==> config.mk <==
export PLATFORM = sky130hd
export DESIGN_NAME = pending_packet_table
export DESIGN_NICKNAME = d
export VERILOG_FILES = /design/src/ppt_pkg.sv /design/src/ppt_front.sv /design/src/ppt_back.sv /design/src/pending_packet_table.sv
export SDC_FILE = /design/constraint.sdc
export NUM_CORES = 2
export LEC_CHECK = 0
export ABC_CLOCK_PERIOD_IN_PS = 25200
export BUFFER_PORTS_ARGS = -buffer_cell sky130_fd_sc_hd__buf_4
export CAP_MARGIN = 15
export CORE_MARGIN = 3
export CORE_UTILIZATION = 40
export CTS_BUF_LIST = sky130_fd_sc_hd__clkbuf_2 sky130_fd_sc_hd__clkbuf_4 sky130_fd_sc_hd__clkbuf_8
export DETAILED_ROUTE_END_ITERATION = 6
export REMOVE_ABC_BUFFERS = 1
export SLEW_MARGIN = 20
export SYNTH_ARGS = -nofsm -noshare
export SYNTH_HDL_FRONTEND = slang
export SYNTH_SLANG_ARGS = --single-unit
==> constraint.sdc <==
create_clock -name clk -period 25.2 [get_ports clk]
set_input_delay 3.78 -clock clk [delete_from_list [all_inputs] [get_ports clk]]
set_output_delay 3.78 -clock clk [all_outputs]
set_load 0.02 [all_outputs]
==> src/ppt_pkg.sv <==
`timescale 1ns / 1ps
// ----------------------------------------------------------------------------
// ppt_pkg: shared types and constants of the pending packet table
// Request and result payloads, the queued command, the slot entry and the
// back-end state encoding.
// ----------------------------------------------------------------------------
package ppt_pkg;

  localparam int SLOTS_DEF = 16;

  // request operation codes
  localparam logic OP_ADD      = 1'b0;
  localparam logic OP_DISPATCH = 1'b1;

  // result kinds
  localparam logic [1:0] KIND_ACCEPTED = 2'd0;
  localparam logic [1:0] KIND_FULL     = 2'd1;
  localparam logic [1:0] KIND_RELEASED = 2'd2;
  localparam logic [1:0] KIND_NOMATCH  = 2'd3;

  typedef struct packed {
    logic        op;
    logic [63:0] addr_hi;
    logic [63:0] addr_lo;
    logic [15:0] pkt_handle;
  } ppt_in_t;

  typedef struct packed {
    logic [1:0]  result_kind;
    logic [15:0] released_handle;
    logic        last;
  } ppt_out_t;

  // classified request as it waits in the command queue
  typedef struct packed {
    logic        is_dispatch;
    logic [63:0] addr_hi;
    logic [63:0] addr_lo;
    logic [15:0] handle;
  } ppt_cmd_t;

  typedef struct packed {
    logic [63:0] addr_hi;
    logic [63:0] addr_lo;
    logic [15:0] handle;
  } ppt_entry_t;

  typedef enum logic [1:0] {
    BK_IDLE,
    BK_SCAN,
    BK_DRAIN
  } ppt_bk_state_t;

endpackage

==> src/ppt_front.sv <==
`timescale 1ns / 1ps
// ----------------------------------------------------------------------------
// ppt_front: request intake
// Decodes each request into a command and holds it in a two-entry queue.
// ----------------------------------------------------------------------------
module ppt_front (
  input  logic              clk,
  input  logic              rst_n,
  input  logic              in_valid,
  output logic              in_ready,
  input  ppt_pkg::ppt_in_t  in_pkt,
  output logic              cmd_valid,
  input  logic              cmd_ready,
  output ppt_pkg::ppt_cmd_t cmd
);
  import ppt_pkg::*;

  ppt_cmd_t   q_r [2];
  logic       wptr_r;
  logic       rptr_r;
  logic [1:0] cnt_r;
  ppt_cmd_t   dec;
  logic       push;
  logic       pop;

  always_comb begin
    dec.is_dispatch = (in_pkt.op == OP_DISPATCH);
    dec.addr_hi     = in_pkt.addr_hi;
    dec.addr_lo     = in_pkt.addr_lo;
    dec.handle      = in_pkt.pkt_handle;
  end

  assign in_ready  = (cnt_r != 2'd2);
  assign cmd_valid = (cnt_r != 2'd0);
  assign cmd       = q_r[rptr_r];
  assign push      = in_valid && in_ready;
  assign pop       = cmd_valid && cmd_ready;

  always_ff @(posedge clk) begin
    if (!rst_n) begin
      wptr_r <= 1'b0;
      rptr_r <= 1'b0;
      cnt_r  <= 2'd0;
    end else begin
      if (push) wptr_r <= ~wptr_r;
      if (pop)  rptr_r <= ~rptr_r;
      case ({push, pop})
        2'b10:   cnt_r <= cnt_r + 2'd1;
        2'b01:   cnt_r <= cnt_r - 2'd1;
        default: cnt_r <= cnt_r;
      endcase
    end
  end

  always_ff @(posedge clk) begin
    if (push) q_r[wptr_r] <= dec;
  end

endmodule

==> src/ppt_back.sv <==
`timescale 1ns / 1ps
// ----------------------------------------------------------------------------
// ppt_back: slot table and command execution
// Adds go to the lowest free slot; dispatches scan the slot memory one entry
// per cycle while no match waits on the result, and release every matching used slot.
// ----------------------------------------------------------------------------
module ppt_back #(
  parameter int SLOTS = ppt_pkg::SLOTS_DEF
) (
  input  logic              clk,
  input  logic              rst_n,
  input  logic              cmd_valid,
  output logic              cmd_ready,
  input  ppt_pkg::ppt_cmd_t cmd,
  output logic              out_valid,
  input  logic              out_ready,
  output ppt_pkg::ppt_out_t out_pkt
);
  import ppt_pkg::*;

  localparam int IW = (SLOTS > 1) ? $clog2(SLOTS) : 1;
  localparam int CW = $clog2(SLOTS + 1);

  ppt_entry_t    mem [SLOTS];
  ppt_entry_t    rd_data_r;
  logic          rd_vld_r;
  logic [IW-1:0] rd_slot_r;
  logic [CW-1:0] cnt_r;
  logic [SLOTS-1:0] used_r;
  logic [63:0]   tgt_hi_r;
  logic [63:0]   tgt_lo_r;
  logic          held_vld_r;
  logic [15:0]   held_handle_r;
  logic          out_valid_r;
  ppt_out_t      out_pkt_r;
  ppt_bk_state_t state_r, state_nxt;

  logic          out_free;
  logic          hit;
  logic          stall;
  logic          scan_done;
  logic          free_found;
  logic [IW-1:0] free_idx;
  logic [IW-1:0] rd_idx;

  logic          emit;
  ppt_out_t      emit_pkt;
  logic          mem_we;
  logic          rd_en;
  logic          start_scan;
  logic          take_hit;

  // lowest free slot
  always_comb begin
    free_found = 1'b0;
    free_idx   = '0;
    for (int i = SLOTS - 1; i >= 0; i--) begin
      if (!used_r[i]) begin
        free_found = 1'b1;
        free_idx   = IW'(i);
      end
    end
  end

  assign out_free  = !out_valid_r || out_ready;
  assign scan_done = (cnt_r == CW'(SLOTS));
  assign rd_idx    = cnt_r[IW-1:0];
  assign hit       = rd_vld_r && used_r[rd_slot_r] &&
                     (rd_data_r.addr_hi == tgt_hi_r) &&
                     (rd_data_r.addr_lo == tgt_lo_r);
  // a second match must wait until the held one can leave
  assign stall     = hit && held_vld_r && !out_free;

  always_comb begin
    state_nxt = state_r;
    case (state_r)
      BK_IDLE: begin
        if (cmd_valid && out_free && cmd.is_dispatch) state_nxt = BK_SCAN;
      end
      BK_SCAN: begin
        if (!stall && scan_done) state_nxt = BK_DRAIN;
      end
      BK_DRAIN: begin
        if (out_free) state_nxt = BK_IDLE;
      end
      default: state_nxt = BK_IDLE;
    endcase
  end

  always_comb begin
    cmd_ready  = 1'b0;
    emit       = 1'b0;
    emit_pkt   = '0;
    mem_we     = 1'b0;
    rd_en      = 1'b0;
    start_scan = 1'b0;
    take_hit   = 1'b0;
    case (state_r)
      BK_IDLE: begin
        cmd_ready = out_free;
        if (cmd_valid && out_free) begin
          if (cmd.is_dispatch) begin
            start_scan = 1'b1;
          end else begin
            emit                 = 1'b1;
            emit_pkt.result_kind = free_found ? KIND_ACCEPTED : KIND_FULL;
            emit_pkt.last        = 1'b1;
            mem_we               = free_found;
          end
        end
      end
      BK_SCAN: begin
        if (!stall) begin
          take_hit                 = hit;
          emit                     = hit && held_vld_r;
          emit_pkt.result_kind     = KIND_RELEASED;
          emit_pkt.released_handle = held_handle_r;
          rd_en                    = !scan_done;
        end
      end
      BK_DRAIN: begin
        if (out_free) begin
          emit          = 1'b1;
          emit_pkt.last = 1'b1;
          if (held_vld_r) begin
            emit_pkt.result_kind     = KIND_RELEASED;
            emit_pkt.released_handle = held_handle_r;
          end else begin
            emit_pkt.result_kind = KIND_NOMATCH;
          end
        end
      end
      default: ;
    endcase
  end

  always_ff @(posedge clk) begin
    if (!rst_n) begin
      state_r     <= BK_IDLE;
      used_r      <= '0;
      out_valid_r <= 1'b0;
      rd_vld_r    <= 1'b0;
      held_vld_r  <= 1'b0;
      cnt_r       <= '0;
    end else begin
      state_r <= state_nxt;
      if (start_scan) begin
        cnt_r      <= '0;
        held_vld_r <= 1'b0;
        rd_vld_r   <= 1'b0;
      end
      if (state_r == BK_SCAN && !stall) rd_vld_r <= rd_en;
      if (rd_en) cnt_r <= cnt_r + CW'(1);
      if (mem_we) used_r[free_idx] <= 1'b1;
      if (take_hit) begin
        used_r[rd_slot_r] <= 1'b0;
        held_vld_r        <= 1'b1;
      end
      if (emit)           out_valid_r <= 1'b1;
      else if (out_ready) out_valid_r <= 1'b0;
    end
  end

  always_ff @(posedge clk) begin
    if (emit)       out_pkt_r     <= emit_pkt;
    if (take_hit)   held_handle_r <= rd_data_r.handle;
    if (rd_en)      rd_slot_r     <= rd_idx;
    if (start_scan) begin
      tgt_hi_r <= cmd.addr_hi;
      tgt_lo_r <= cmd.addr_lo;
    end
  end

  // slot memory: one write port for adds, one registered read port for scans
  always_ff @(posedge clk) begin
    if (mem_we) mem[free_idx] <= '{addr_hi: cmd.addr_hi, addr_lo: cmd.addr_lo,
                                   handle: cmd.handle};
    if (rd_en)  rd_data_r     <= mem[rd_idx];
  end

  assign out_valid = out_valid_r;
  assign out_pkt   = out_pkt_r;

endmodule

==> src/pending_packet_table.sv <==
`timescale 1ns / 1ps
// ----------------------------------------------------------------------------
// pending_packet_table: table of packets waiting for a route
// Requests pass through a two-entry command queue into the execution side,
// which owns the slot memory and a one-entry result register.
// ----------------------------------------------------------------------------
// An add request passes the command queue, then the result register.
// A dispatch reads the slot memory once per slot through its single read
//   port, then gives the final result; released handles leave at up to one
//   per cycle while the receiver takes them. Adds go at one per cycle while
//   results are taken; no request enters the back end during a dispatch.
// Reset (rst_n low, synchronous): all slots free, queue and result empty.
// ----------------------------------------------------------------------------
module pending_packet_table #(
  parameter int SLOTS = ppt_pkg::SLOTS_DEF
) (
  input  logic             clk,
  input  logic             rst_n,
  input  logic             in_valid,
  output logic             in_ready,
  input  ppt_pkg::ppt_in_t in_pkt,
  output logic             out_valid,
  input  logic             out_ready,
  output ppt_pkg::ppt_out_t out_pkt
);
  import ppt_pkg::*;

  // decoded request between intake and execution
  logic     cmd_valid;
  logic     cmd_ready;
  ppt_cmd_t cmd;

  // Front end: decodes the op and buffers up to two requests, so intake
  // keeps going while a dispatch scan or a stalled result holds the back.
  ppt_front u_front (
    .clk       (clk),
    .rst_n     (rst_n),
    .in_valid  (in_valid),
    .in_ready  (in_ready),
    .in_pkt    (in_pkt),
    .cmd_valid (cmd_valid),
    .cmd_ready (cmd_ready),
    .cmd       (cmd)
  );

  // Back end: used flags in flops, addresses and handles in a slot memory.
  // A released handle is held back one match so that the final one can
  // carry the last flag.
  ppt_back #(
    .SLOTS (SLOTS)
  ) u_back (
    .clk       (clk),
    .rst_n     (rst_n),
    .cmd_valid (cmd_valid),
    .cmd_ready (cmd_ready),
    .cmd       (cmd),
    .out_valid (out_valid),
    .out_ready (out_ready),
    .out_pkt   (out_pkt)
  );

endmodule

==> impl_metrics.toml <==
[run_status]
run_status = "finished clean"

[global_routing]
grt_start_max_net_pins = 144
globalRoute.totalOverflow = 0
antenna_violations_before_repair = 9
number_of_global_route_vias_before_repair = 51358
groute.usage.overall_pct = 17.6
grt_first_pass_wirelength_um = 360000

[cts]
ctsResizeCount = 0
cts_sinks = 2936
post-cts-setup-buffer-count = 0
clock_network_latency_to_the_later_pin_of_the_worst_skew_pair_ns = 1.02
root_buffer = "sky130_fd_sc_hd__clkbuf_8"
max-clock-path-buffers = 4
clk_pin_slew_worst_paths_ns = 0.06
cts_tree = "done"
cts_made_buffers = 455
cts.hold.buffers_added = 0
h-tree-depth = 5

[finish]
stdcell_area_mm2 = 0.124
finish.net_count = 5145
finish.utilization_pct = 45.8
post_layout_nonfiller_instances = 8918
flow.area_growth_from_synthesis_pct = 13.4
layout-drive-gt1-share_pct = 34.6

[synthesis]
post_synth_instance_area_mm2 = 0.110
synth.yosys.seq_area_share_pct = 80.1
postSynthCellCount = 4467
yosys.cell_types.count = 61
syn_area_per_cell_um2 = 24.5
async_reset_ff_share_pct = 0
post_synth_most_frequent_cells = "2905 x sky130_fd_sc_hd__edfxtp_1, 721 x sky130_fd_sc_hd__mux4_2, 144 x sky130_fd_sc_hd__mux2_2"
synthTopCellsByArea = "sky130_fd_sc_hd__edfxtp_1 80%, sky130_fd_sc_hd__mux4_2 15%, sky130_fd_sc_hd__mux2_2 1.5%, sky130_fd_sc_hd__xnor2_1 0.63%, sky130_fd_sc_hd__dfxtp_1 0.57%"
yosysWarningCount = 0
leading_area_contributor_after_synthesis = "sky130_fd_sc_hd__edfxtp_1"
most_numerous_cell_in_the_yosys_netlist = "sky130_fd_sc_hd__edfxtp_1"
area_share_of_the_largest_cell_type_after_synthesis_pct = 79.6
synth_enable_flop_cells = 2905
ys_dominant_reg_cell = "sky130_fd_sc_hd__edfxtp_1"
synth.ff_latch_count = 2936

[pwr]
totalPowerFinal_mw = 11.9
power_per_cell_area_mw_per_mm2 = 96.0
static-leakage-power_nw = 37.7
worst_ir_drop_vdd_mv = 0.0547

[drt]
vias = 48889
post-route-drc-count = 0
totalWireLength_um = 248000
detail_route.vias_per_cell = 5.48
drt-pass1-iter-count = 7
initialDrtViolationCount = 4582
ant_nets = 0
wire_per_inst_um = 27.8

[placement]
post_dp_cell_area_mm2 = 0.116
finalWeightedCongestion = 0.758
dp_slack_ns = 16.59
placed_cells_incl_taps = 8101
io_buffers = 169
hpwl_after_detailed_placement_um = 134000

[die]
io-pin-count = 170
core.rowCount = 191
floorplan.die_area_mm2 = 0.280
die-height_um = 530
placeableCoreArea_mm2 = 0.272
start_util_pct = 40.3
floorplan.die.width_um = 530

[setup_path]
critical_path.max_fanout = 50
critPathCaptureType = "flip-flop"
timing.critical_path.arrival_ns = 8.15
worst_setup_path_start_kind = "input pin"
critical_path_required_time_ns = 25.79
path_class = "in2reg"

[timing]
rsz0062_at_grt = "no"
maxSlewViolCount = 0
final.hold.worst_slack_ns = 0.429
finalSetupViolations = 0
clock.fmax_mhz = 132
final-hold-violation-count = 0
finClkSkew_ns = 0.0793
tns_ns = 0
layout_worst_path_cycle_share_pct = 30.0
layout_setup_ws_ns = 17.64
timing.slew.headroom_pct = 18.8
layout_min_cycle_time_ns = 7.56
worst_slew_pin_slew_ns = 1.21

[min_path]
timing.hold.worst.class = "reg2reg"

[job]
max_cap_viol_count = 0
## worst paths after layout
| check | slack [ns] | startpoint | to | depth (start not counted) |
|---|---|---|---|---|
| min | 0.43 | u_back.rd_data_r[14]$_DFFE_PP_ | u_back.held_handle_r[14]$_DFFE_PP_ | 0 |
| max reg2reg | 19.55 | u_back.rd_data_r[70]$_DFFE_PP_ | u_back.rd_data_r[76]$_DFFE_PP_ | 10 |
| min reg2reg | 0.43 | u_back.rd_data_r[14]$_DFFE_PP_ | u_back.held_handle_r[14]$_DFFE_PP_ | 0 |
| max | 17.64 | out_ready | u_back.mem[11][44]$_DFFE_PP_ | 10 |
## registers in the layout, indices dropped and copies added, names as in the netlist, named ones only
register	count
u_back.used_r	16
u_back.out_valid	1
u_back.rd_vld_r	1
u_back.held_vld_r	1
u_back.state_r	2
u_back.rd_slot_r	4
u_back.tgt_lo_r	64
u_back.tgt_hi_r	64
u_back.cnt_r	5
u_front.cnt_r	2
u_front.wptr_r	1
u_front.rptr_r	1
u_back.out_pkt	19
u_back.mem	2304
u_back.held_handle_r	16
u_front.q_r	290
u_back.rd_data_r	144
## placed cells by master (no fill, tap or decap), drive strengths merged, types with 9 or more instances in the layout
cell	count
buf	252
nand4	39
nor4	19
a2111o	9
o21ai	16
clkinv	167
nand2b	41
edfxtp	2905
a21oi	11
nand2	21
inv	51
a31oi	21
nor3	12
mux2	144
nor2	30
xnor2	79
clkinvlp	10
clkbuf	612
bufinv	11
dfxtp	31
nand3	20
mux4	724
nor2b	32
and2	21
## logic make-up (layout without fill, tap and decap cells)
group	Yosys count	after routing	share of synthesized area, %
other cells	0	6	0
fa+ha+maj	7	7	0.0799
flops	2936	2936	80.1
compound gates	93	93	0.616
simple gates	250	250	1.31
xor+xnor	83	83	0.663
buf+inv	228	1103	0.806
mux	870	870	16.4
## power by group
| part | internal [mW] | switching, mW |
|---|---|---|
| clock | 2.04 | 1.79 |
| sequential | 6.07 | 0.118 |
| combinational | 0.727 | 1.19 |
## layer usage
| layer | vias up | part of all wire (%) | wire (µm) | track usage (%) |
|---|---|---|---|---|
| li1 | 20258 | - | - | - |
| met1 | 26450 | 42 | 103000 | 24.3 |
| met2 | 1791 | 49 | 121000 | 28.4 |
| met3 | 384 | 7.2 | 17800 | 3.85 |
| met4 | 6 | 2.4 | 5900 | 4.62 |
| met5 | - | 0.017 | 41 | 0 |
## worst max-delay path, cell delays in order
cell and delay, ns:
sky130_fd_sc_hd__buf_4 0.10, sky130_fd_sc_hd__nand2b_1 0.19, sky130_fd_sc_hd__o2111ai_2 0.33, sky130_fd_sc_hd__or2_1 0.42, sky130_fd_sc_hd__nor3_1 0.31, sky130_fd_sc_hd__nand2_1 0.29, sky130_fd_sc_hd__nor2_4 0.17, sky130_fd_sc_hd__buf_4 0.74
sky130_fd_sc_hd__buf_4 0.86, sky130_fd_sc_hd__buf_4 0.87
## area by class of cell
type | instances | area (µm²)
well taps | 3570 | 4470
diodes | 6 | 15.0
repair buffers | 252 | 2050
inverters | 41 | 166
fillers | 22224 | 147000
flip-flops and latches | 2936 | 87900
multi-input cells | 1303 | 21000
clock inverters | 198 | 1240
clock buffers | 612 | 7500
Note: power is estimated with default switching activity, not from simulation.
